--- src/rtl/sha256_byte_stream_hasher_assert.svh ---
// assertion macros for the sha-256 byte stream hasher
`ifndef SHA256_BYTE_STREAM_HASHER_ASSERT_SVH
`define SHA256_BYTE_STREAM_HASHER_ASSERT_SVH

// property that must hold on every rising clock edge outside reset
`define SHA_ASSERT_ALWAYS(label, expr, msg) \
    label: assert property (@(posedge clk) disable iff (!rst_n) (expr)) else $error(msg);

// implication with the consequent checked in the next cycle
`define SHA_ASSERT_NEXT(label, ante, cons, msg) \
    label: assert property (@(posedge clk) disable iff (!rst_n) (ante) |=> (cons)) \
        else $error(msg);

`endif

--- src/rtl/sha_pkg.sv ---
// shared types, constants and round functions for the sha-256 hasher
package sha_pkg;

    typedef struct packed {
        logic [7:0] data_byte;
        logic       byte_present;
        logic       message_end;
    } sha_in_t;

    typedef struct packed {
        logic [31:0] digest_word;
        logic [2:0]  word_index;
        logic        last_word;
    } sha_out_t;

    // transaction from the queue to the core
    typedef struct packed {
        logic [7:0] data_byte;
        logic       byte_present;
        logic       message_end;
    } sha_cmd_t;

    localparam int QUEUE_DEPTH = 4;
    localparam int QUEUE_AW = $clog2(QUEUE_DEPTH);

    typedef logic [31:0] word_t;

    localparam word_t INIT_H [8] = '{
        32'h6a09e667, 32'hbb67ae85, 32'h3c6ef372, 32'ha54ff53a,
        32'h510e527f, 32'h9b05688c, 32'h1f83d9ab, 32'h5be0cd19
    };

    localparam word_t ROUND_K [64] = '{
        32'h428a2f98, 32'h71374491, 32'hb5c0fbcf, 32'he9b5dba5,
        32'h3956c25b, 32'h59f111f1, 32'h923f82a4, 32'hab1c5ed5,
        32'hd807aa98, 32'h12835b01, 32'h243185be, 32'h550c7dc3,
        32'h72be5d74, 32'h80deb1fe, 32'h9bdc06a7, 32'hc19bf174,
        32'he49b69c1, 32'hefbe4786, 32'h0fc19dc6, 32'h240ca1cc,
        32'h2de92c6f, 32'h4a7484aa, 32'h5cb0a9dc, 32'h76f988da,
        32'h983e5152, 32'ha831c66d, 32'hb00327c8, 32'hbf597fc7,
        32'hc6e00bf3, 32'hd5a79147, 32'h06ca6351, 32'h14292967,
        32'h27b70a85, 32'h2e1b2138, 32'h4d2c6dfc, 32'h53380d13,
        32'h650a7354, 32'h766a0abb, 32'h81c2c92e, 32'h92722c85,
        32'ha2bfe8a1, 32'ha81a664b, 32'hc24b8b70, 32'hc76c51a3,
        32'hd192e819, 32'hd6990624, 32'hf40e3585, 32'h106aa070,
        32'h19a4c116, 32'h1e376c08, 32'h2748774c, 32'h34b0bcb5,
        32'h391c0cb3, 32'h4ed8aa4a, 32'h5b9cca4f, 32'h682e6ff3,
        32'h748f82ee, 32'h78a5636f, 32'h84c87814, 32'h8cc70208,
        32'h90befffa, 32'ha4506ceb, 32'hbef9a3f7, 32'hc67178f2
    };

    localparam logic [7:0] PAD_BYTE = 8'h80;
    localparam logic [5:0] LEN_POS = 6'd56;

    function automatic word_t ror(input word_t v, input int n);
        return (v >> n) | (v << (32 - n));
    endfunction

    function automatic word_t sig0(input word_t x);
        return ror(x, 7) ^ ror(x, 18) ^ (x >> 3);
    endfunction

    function automatic word_t sig1(input word_t x);
        return ror(x, 17) ^ ror(x, 19) ^ (x >> 10);
    endfunction

    function automatic word_t big_sig0(input word_t x);
        return ror(x, 2) ^ ror(x, 13) ^ ror(x, 22);
    endfunction

    function automatic word_t big_sig1(input word_t x);
        return ror(x, 6) ^ ror(x, 11) ^ ror(x, 25);
    endfunction

endpackage

--- src/rtl/sha_queue.sv ---
// short fifo between the front end and the hashing core
module sha_queue (
    input  logic              clk,
    input  logic              rst_n,
    input  logic              in_valid,
    output logic              in_ready,
    input  sha_pkg::sha_cmd_t in_cmd,
    output logic              out_valid,
    input  logic              out_ready,
    output sha_pkg::sha_cmd_t out_cmd
);
    import sha_pkg::*;

    sha_cmd_t            mem_reg [QUEUE_DEPTH];
    logic [QUEUE_AW-1:0] wr_ptr_reg;
    logic [QUEUE_AW-1:0] rd_ptr_reg;
    logic [QUEUE_AW:0]   count_reg;
    logic                push;
    logic                pop;

    assign in_ready  = (count_reg != (QUEUE_AW+1)'(QUEUE_DEPTH));
    assign out_valid = (count_reg != '0);
    assign out_cmd   = mem_reg[rd_ptr_reg];
    assign push      = in_valid && in_ready;
    assign pop       = out_valid && out_ready;

    always_ff @(posedge clk or negedge rst_n)
    begin
        if (!rst_n)
        begin
            wr_ptr_reg <= '0;
            rd_ptr_reg <= '0;
            count_reg  <= '0;
        end
        else
        begin
            if (push)
            begin
                wr_ptr_reg <= wr_ptr_reg + 1'b1;
            end
            if (pop)
            begin
                rd_ptr_reg <= rd_ptr_reg + 1'b1;
            end
            if (push && !pop)
            begin
                count_reg <= count_reg + 1'b1;
            end
            else if (pop && !push)
            begin
                count_reg <= count_reg - 1'b1;
            end
        end
    end

    always_ff @(posedge clk)
    begin
        if (push)
        begin
            mem_reg[wr_ptr_reg] <= in_cmd;
        end
    end

endmodule

--- src/rtl/sha_core.sv ---
// block buffer, padding sequencer, 64-round compression and digest output
module sha_core (
    input  logic               clk,
    input  logic               rst_n,
    input  logic               cmd_valid,
    output logic               cmd_ready,
    input  sha_pkg::sha_cmd_t  cmd,
    output logic               out_valid,
    input  logic               out_ready,
    output sha_pkg::sha_out_t  out_item
);
    import sha_pkg::*;

    typedef enum logic [2:0] {
        S_IDLE,
        S_PAD,
        S_ROUND,
        S_ADD,
        S_EMIT
    } state_t;

    state_t      state_reg;
    word_t       h_reg [8];
    word_t       v_reg [8];
    word_t       w_reg [16];
    logic [5:0]  fill_reg;
    logic [63:0] bits_reg;
    logic [5:0]  round_reg;
    logic        final_reg;
    logic        len_done_reg;
    logic [2:0]  emit_idx_reg;
    logic        pad_flag_reg;

    word_t t1;
    word_t t2;
    word_t w_new;
    word_t w_cur;
    logic  byte_in;
    logic  end_in;
    logic [5:0] fill_after;

    assign cmd_ready  = (state_reg == S_IDLE);
    assign byte_in    = cmd_valid && cmd.byte_present;
    assign end_in     = cmd_valid && cmd.message_end;
    assign fill_after = fill_reg + {5'd0, byte_in};

    // message schedule word for this round sits at w_reg[0]
    assign w_cur = w_reg[0];
    assign w_new = sig1(w_reg[14]) + w_reg[9] + sig0(w_reg[1]) + w_reg[0];
    assign t1 = v_reg[7] + big_sig1(v_reg[4])
              + ((v_reg[4] & v_reg[5]) ^ (~v_reg[4] & v_reg[6]))
              + ROUND_K[round_reg] + w_cur;
    assign t2 = big_sig0(v_reg[0])
              + ((v_reg[0] & v_reg[1]) ^ (v_reg[0] & v_reg[2]) ^ (v_reg[1] & v_reg[2]));

    assign out_valid            = (state_reg == S_EMIT);
    assign out_item.digest_word = h_reg[emit_idx_reg];
    assign out_item.word_index  = emit_idx_reg;
    assign out_item.last_word   = (emit_idx_reg == 3'd7);

    always_ff @(posedge clk or negedge rst_n)
    begin
        if (!rst_n)
        begin
            state_reg    <= S_IDLE;
            fill_reg     <= '0;
            bits_reg     <= '0;
            round_reg    <= '0;
            final_reg    <= 1'b0;
            len_done_reg <= 1'b0;
            emit_idx_reg <= '0;
            for (int i = 0; i < 8; i++)
            begin
                h_reg[i] <= INIT_H[i];
            end
        end
        else
        begin
            unique case (state_reg)
                S_IDLE:
                begin
                    if (cmd_valid)
                    begin
                        if (byte_in)
                        begin
                            bits_reg <= bits_reg + 64'd8;
                            fill_reg <= fill_reg + 6'd1;
                        end
                        if (byte_in && fill_reg == 6'd63)
                        begin
                            final_reg <= end_in;
                            len_done_reg <= 1'b0;
                            round_reg <= '0;
                            state_reg <= S_ROUND;
                        end
                        else if (end_in)
                        begin
                            final_reg <= 1'b1;
                            // length fits when the pad byte leaves eight bytes free
                            len_done_reg <= (fill_after < LEN_POS);
                            state_reg <= S_PAD;
                        end
                    end
                end
                S_PAD:
                begin
                    fill_reg <= fill_reg + 6'd1;
                    if (fill_reg == 6'd63)
                    begin
                        round_reg <= '0;
                        state_reg <= S_ROUND;
                    end
                end
                S_ROUND:
                begin
                    round_reg <= round_reg + 6'd1;
                    if (round_reg == 6'd63)
                    begin
                        state_reg <= S_ADD;
                    end
                end
                S_ADD:
                begin
                    for (int i = 0; i < 8; i++)
                    begin
                        h_reg[i] <= h_reg[i] + v_reg[i];
                    end
                    fill_reg <= '0;
                    if (!final_reg)
                    begin
                        state_reg <= S_IDLE;
                    end
                    else if (len_done_reg)
                    begin
                        emit_idx_reg <= '0;
                        state_reg <= S_EMIT;
                    end
                    else
                    begin
                        // extra block always carries the length
                        len_done_reg <= 1'b1;
                        state_reg <= S_PAD;
                    end
                end
                S_EMIT:
                begin
                    if (out_ready)
                    begin
                        emit_idx_reg <= emit_idx_reg + 3'd1;
                        if (emit_idx_reg == 3'd7)
                        begin
                            for (int i = 0; i < 8; i++)
                            begin
                                h_reg[i] <= INIT_H[i];
                            end
                            bits_reg <= '0;
                            fill_reg <= '0;
                            final_reg <= 1'b0;
                            state_reg <= S_IDLE;
                        end
                    end
                end
                default:
                begin
                    state_reg <= S_IDLE;
                end
            endcase
        end
    end

    // payload path: buffer words, schedule window and working variables
    logic [7:0] pad_byte;

    always_ff @(posedge clk or negedge rst_n)
    begin
        if (!rst_n)
        begin
            pad_flag_reg <= 1'b0;
        end
        else if (state_reg == S_IDLE && end_in)
        begin
            pad_flag_reg <= 1'b0;
        end
        else if (state_reg == S_PAD)
        begin
            pad_flag_reg <= 1'b1;
        end
    end

    // byte for the current padding position
    always_comb
    begin
        if (!pad_flag_reg)
        begin
            pad_byte = PAD_BYTE;
        end
        else if (len_done_reg && fill_reg >= LEN_POS)
        begin
            pad_byte = bits_reg[{~fill_reg[2:0], 3'b000} +: 8];
        end
        else
        begin
            pad_byte = 8'h00;
        end
    end

    logic [7:0] put_byte;
    logic       put_en;

    assign put_en   = (state_reg == S_IDLE && byte_in) || (state_reg == S_PAD);
    assign put_byte = (state_reg == S_PAD) ? pad_byte : cmd.data_byte;

    // shift one byte into the buffer; the buffer is the schedule window
    always_ff @(posedge clk)
    begin
        if (put_en)
        begin
            w_reg[fill_reg[5:2]] <= {w_reg[fill_reg[5:2]][23:0], put_byte};
        end
        else if (state_reg == S_ROUND)
        begin
            for (int i = 0; i < 15; i++)
            begin
                w_reg[i] <= w_reg[i + 1];
            end
            w_reg[15] <= w_new;
        end
        if ((state_reg == S_IDLE && byte_in && fill_reg == 6'd63)
            || (state_reg == S_PAD && fill_reg == 6'd63))
        begin
            for (int i = 0; i < 8; i++)
            begin
                v_reg[i] <= h_reg[i];
            end
        end
        else if (state_reg == S_ROUND)
        begin
            v_reg[7] <= v_reg[6];
            v_reg[6] <= v_reg[5];
            v_reg[5] <= v_reg[4];
            v_reg[4] <= v_reg[3] + t1;
            v_reg[3] <= v_reg[2];
            v_reg[2] <= v_reg[1];
            v_reg[1] <= v_reg[0];
            v_reg[0] <= t1 + t2;
        end
    end

endmodule

--- src/rtl/sha256_byte_stream_hasher.sv ---
// sha-256 byte stream hasher top level
// Bytes arrive one per transaction and are queued in a four-entry fifo ahead of
// the hashing core; the core absorbs each byte while idle, and the 64th byte of a
// block starts the 64-round compression, one round per cycle, followed by an add
// into the running hash; the core takes no transactions meanwhile. An end
// transaction pads in place (byte by byte, with a second block when fewer than
// nine bytes of room remain) and then hands out the digest as eight 32-bit
// transactions, most significant word first, before the next message starts.
module sha256_byte_stream_hasher (
    input  logic              clk,
    input  logic              rst_n,
    input  logic              in_valid,
    output logic              in_ready,
    input  sha_pkg::sha_in_t  in_data,
    output logic              out_valid,
    input  logic              out_ready,
    output sha_pkg::sha_out_t out_data
);
    import sha_pkg::*;
    `include "sha256_byte_stream_hasher_assert.svh"

    sha_cmd_t q_in;
    sha_cmd_t q_out;
    logic     q_valid;
    logic     q_ready;

    assign q_in.data_byte    = in_data.data_byte;
    assign q_in.byte_present = in_data.byte_present;
    assign q_in.message_end  = in_data.message_end;

    sha_queue u_queue (
        .clk       (clk),
        .rst_n     (rst_n),
        .in_valid  (in_valid),
        .in_ready  (in_ready),
        .in_cmd    (q_in),
        .out_valid (q_valid),
        .out_ready (q_ready),
        .out_cmd   (q_out)
    );

    sha_core u_core (
        .clk       (clk),
        .rst_n     (rst_n),
        .cmd_valid (q_valid),
        .cmd_ready (q_ready),
        .cmd       (q_out),
        .out_valid (out_valid),
        .out_ready (out_ready),
        .out_item  (out_data)
    );

    `SHA_ASSERT_ALWAYS(a_last_index, !out_valid || (out_data.last_word == (out_data.word_index == 3'd7)), "last_word out of step with word_index")
    `SHA_ASSERT_NEXT(a_core_busy, out_valid && q_ready, 1'b0, "core takes a transaction while emitting")
    `SHA_ASSERT_NEXT(a_word_advance, out_valid && out_ready && out_data.word_index != 3'd7, out_valid, "digest stream broken")

endmodule

--- config.mk ---
export PLATFORM = sky130hd
export DESIGN_NAME = sha256_byte_stream_hasher
export DESIGN_NICKNAME = d
export VERILOG_FILES = /design/src/rtl/sha_pkg.sv /design/src/rtl/sha_queue.sv /design/src/rtl/sha_core.sv /design/src/rtl/sha256_byte_stream_hasher.sv
export VERILOG_INCLUDE_DIRS = /design/src /design/src/rtl
export SDC_FILE = /design/constraint.sdc
export NUM_CORES = 2
export LEC_CHECK = 0
export BUFFER_PORTS_ARGS = -buffer_cell sky130_fd_sc_hd__buf_4
export CORE_UTILIZATION = 35
export DETAILED_ROUTE_END_ITERATION = 8
export PLACE_DENSITY = 0.61
export SLEW_MARGIN = 30
export SYNTH_ARGS = -nofsm -noshare
export SYNTH_HDL_FRONTEND = slang
export SYNTH_SLANG_ARGS = --single-unit
--- constraint.sdc ---
create_clock -name clk -period 8.8 [get_ports clk]
set_clock_uncertainty 0.2 [all_clocks]
set_input_delay 0 -clock clk [delete_from_list [all_inputs] [get_ports clk]]
set_output_delay 0 -clock clk [all_outputs]
set_load 0.02 [all_outputs]
==> metrics <==
status=finished with violations; failing checks=DRC; DR iter-0 viols=roughly 5900; syn avg cell area=between 10 and 15 um2; crit-path leading delay family=compound AO/OA/AOI/OAI gates; Crit Path Max Fanout=11; worst r2r src=u_core.round_reg[1]; synthesized cell area=~79000 um2; HPWL Detailed=197900 um; setup violators final=0; Cells after DPL=about 11000; Port Buffers=51; clk slew on worst S/H paths=0.07 ns; yosys warns=0; Buf/Inv on CP=7; Worst Path Arrival=8.78 ns; largest net degree at the start of global routing=223; Remaining Overflow, GRT=0; wire per inst=25.06 um; clock root buffer=clkbuf_16; Top FF cell, synth=edfxtp_1; unique cell type count in the Yosys netlist=a little over 90; fillcell total=21950; Register Area=~33000 um2; most used cell, CP=fa_1; GRT Total Usage=a little under a quarter; antenna fix cells=0; layout cells sized above 1=a little over an eighth; max incr delay on CP=roughly 0.51 ns; critical path class=reg -> reg; Async SR Flop Fraction=around 30%; worst skew pair latency=around 0.82 ns; P&R area growth vs syn=12.68%; DR vias/cell=around 5.7; via count=approximately 62000; vias in the first global route=61060; sequential fraction of the synthesis area=41.66%; CP max stage cell=o21ai_0; die area=228700 um2; worst endpoint required time=~9.1 ns; Nets=roughly 8400; flops & latches, synth=between 1000 and 1500; Ports=between 50 and 60; startpoint types=flip-flop; drt total wl=271800 um; number of remaining DRC errors=4; share of the synthesized area in the top cell type=30.57%; EDFF count, synth=slightly above 800; first-pass GRT wire length=around 410000 um; Post-Synthesis Cells=~7700; most frequent cells in the layout=1075 x nand2_1, 808 x edfxtp_1, 643 x a21o_1; fmax=between 100 and 150 MHz; Starting Density=between 30% and 40%; area of the multi-input gates=about 44000 um2; Largest register FFs=512; Slew HR=26.79%; final worst path period share=between 90% and 100%; maxcap violations=0; core area=between 200000 and 250000 um2; CTS Sinks=roughly 1200; worst hold path class=in -> reg; min Tclk post-route=roughly 8.5 ns; clock buffer depth=3; Chip Height=~480 um; commonest non-fill, non-tap cell in the layout=nand2_1; max-slew violations=0; Hold Vio Cnt, Final=0; largest cells by area after synthesis=edfxtp_1 31%, dfrtp_1 6.6%, ha_1 6.3%, a21o_1 6.1%, mux4_2 6.0%; Worst Max-Slew Pin Slew=1.098 ns; RD Place Congestion=between 0.9 and 1; CTS buffer count=134; Synth area leader=edfxtp_1; post-route antenna net violation count=0; die width=~480 um; CP endpoint kind=flip-flop; Mapped Nets=around 8300; antenna violations before repair=8; Final Non-Filler Cells=10850; Pre-antenna DRT Iters=7; CTS tree=yes; CP startpoint=u_core.round_reg[1]; hold path start=out_ready; site row count=174; CTS H-Tree Depth=4
-- per-layer routing --
metal / wire length [um] / part of all wire (%) / vias to the layer above / track usage [%]
met2: 124000 / 46 / 2378 / 36.89
met3: 19480 / 7.2 / 496 / 3.951
met4: 10880 / 4.0 / 14 / 8.733
met5: 83 / 0.031 / - / 0
met1: 117400 / 43 / 31510 / 32.39
li1: - / - / 27950 / -
-- worst min-delay path, stage by stage --
cell,delay (ns)
dlygate4sd3_1,0.54
buf_4,0.17
nand2_1,0.15
a32o_1,0.15
-- path summary, 6_finish.rpt --
path | to | slack (ns) | cells after the start
hold reg to reg | u_queue.count_reg[2] | 0.29 | 1
setup reg to reg | u_core.v_reg[0][31] | 0.33 | 35
max in group asynchronous | u_core.h_reg[20] | 6.83 | 5
setup / recovery | u_core.v_reg[0][31] | 0.33 | 35
min in group asynchronous | u_core.h_reg[142] | 0.17 | 3
hold / removal | u_core.state_reg[2] | 0.05 | 4
-- area by class of cell --
cell class	instances	share of cell area [%]
Tap cell	2992	4.186
Clock inverter	68	0.6295
Clock buffer	178	4.095
Inverter	291	1.224
Sequential cell	1153	37.00
Multi-Input combinational cell	5760	49.10
Timing Repair Buffer	404	3.762
-- cells by family (layout without fill, tap and decap cells) --
family	Yosys count	after routing	synth area share (%)
muxes	301	301	7.215
DFF	1153	1153	41.66
adders and majority gates	624	624	11.61
AOI/OAI and AO/OA	2091	2091	17.17
xor gates and xnor gates	609	609	6.720
and+or+nand+nor	2135	2135	11.99
buffers and inverters	755	941	3.637
-- what timing repair did --
item	CTS	global route
endpoints found under the setup margin	3	21
hold buffers	26	0
pin swaps	0	18
buffers inserted	0	2
endpoints found under the hold margin	363	0
resized for setup	2	64
-- through the flow --
| stage | instance area (um2) | hold slack [ns] | TNS [ns] | utilization [%] | setup WS [ns] |
|---|---|---|---|---|---|
| 2_1_floorplan | 79370 | -0.4956 | 0 | - | 0.4322 |
| 3_3_place_gp | 84590 | -0.1638 | -0.05333 | 37.58 | -0.04097 |
| 3_5_place_dp | 84650 | -0.1573 | -0.1335 | 37.60 | -0.06689 |
| 4_1_cts | 89160 | 0.007042 | 0 | 39.61 | 0.0002354 |
| 5_1_grt | 89440 | 0.06980 | -0.03348 | 39.73 | -0.02072 |
| 6_report | 89440 | 0.04564 | 0 | 39.73 | 0.3306 |
-- cell usage after synthesis (43+ instances only) --
library cell	n
xnor2_1	378
a211oi_1	76
inv_1	291
ha_1	402
and3_1	67
mux2i_1	49
or3_1	56
o21a_1	66
nor2b_1	47
o21ai_0	459
o21bai_1	43
mux4_2	213
and2_1	49
dfrtp_1	209
o31ai_1	44
nor2_1	373
fa_1	196
xor2_1	231
edfxtp_1	808
nor3_1	121
nand2_1	1076
dfstp_2	136
clkbuf_1	396
nand3_1	158
nand2b_1	55
a21o_1	643
a21oi_1	426
Power is not shown: default switching activity piles up to over one toggle a cycle in this logic, so the estimate is an artifact.
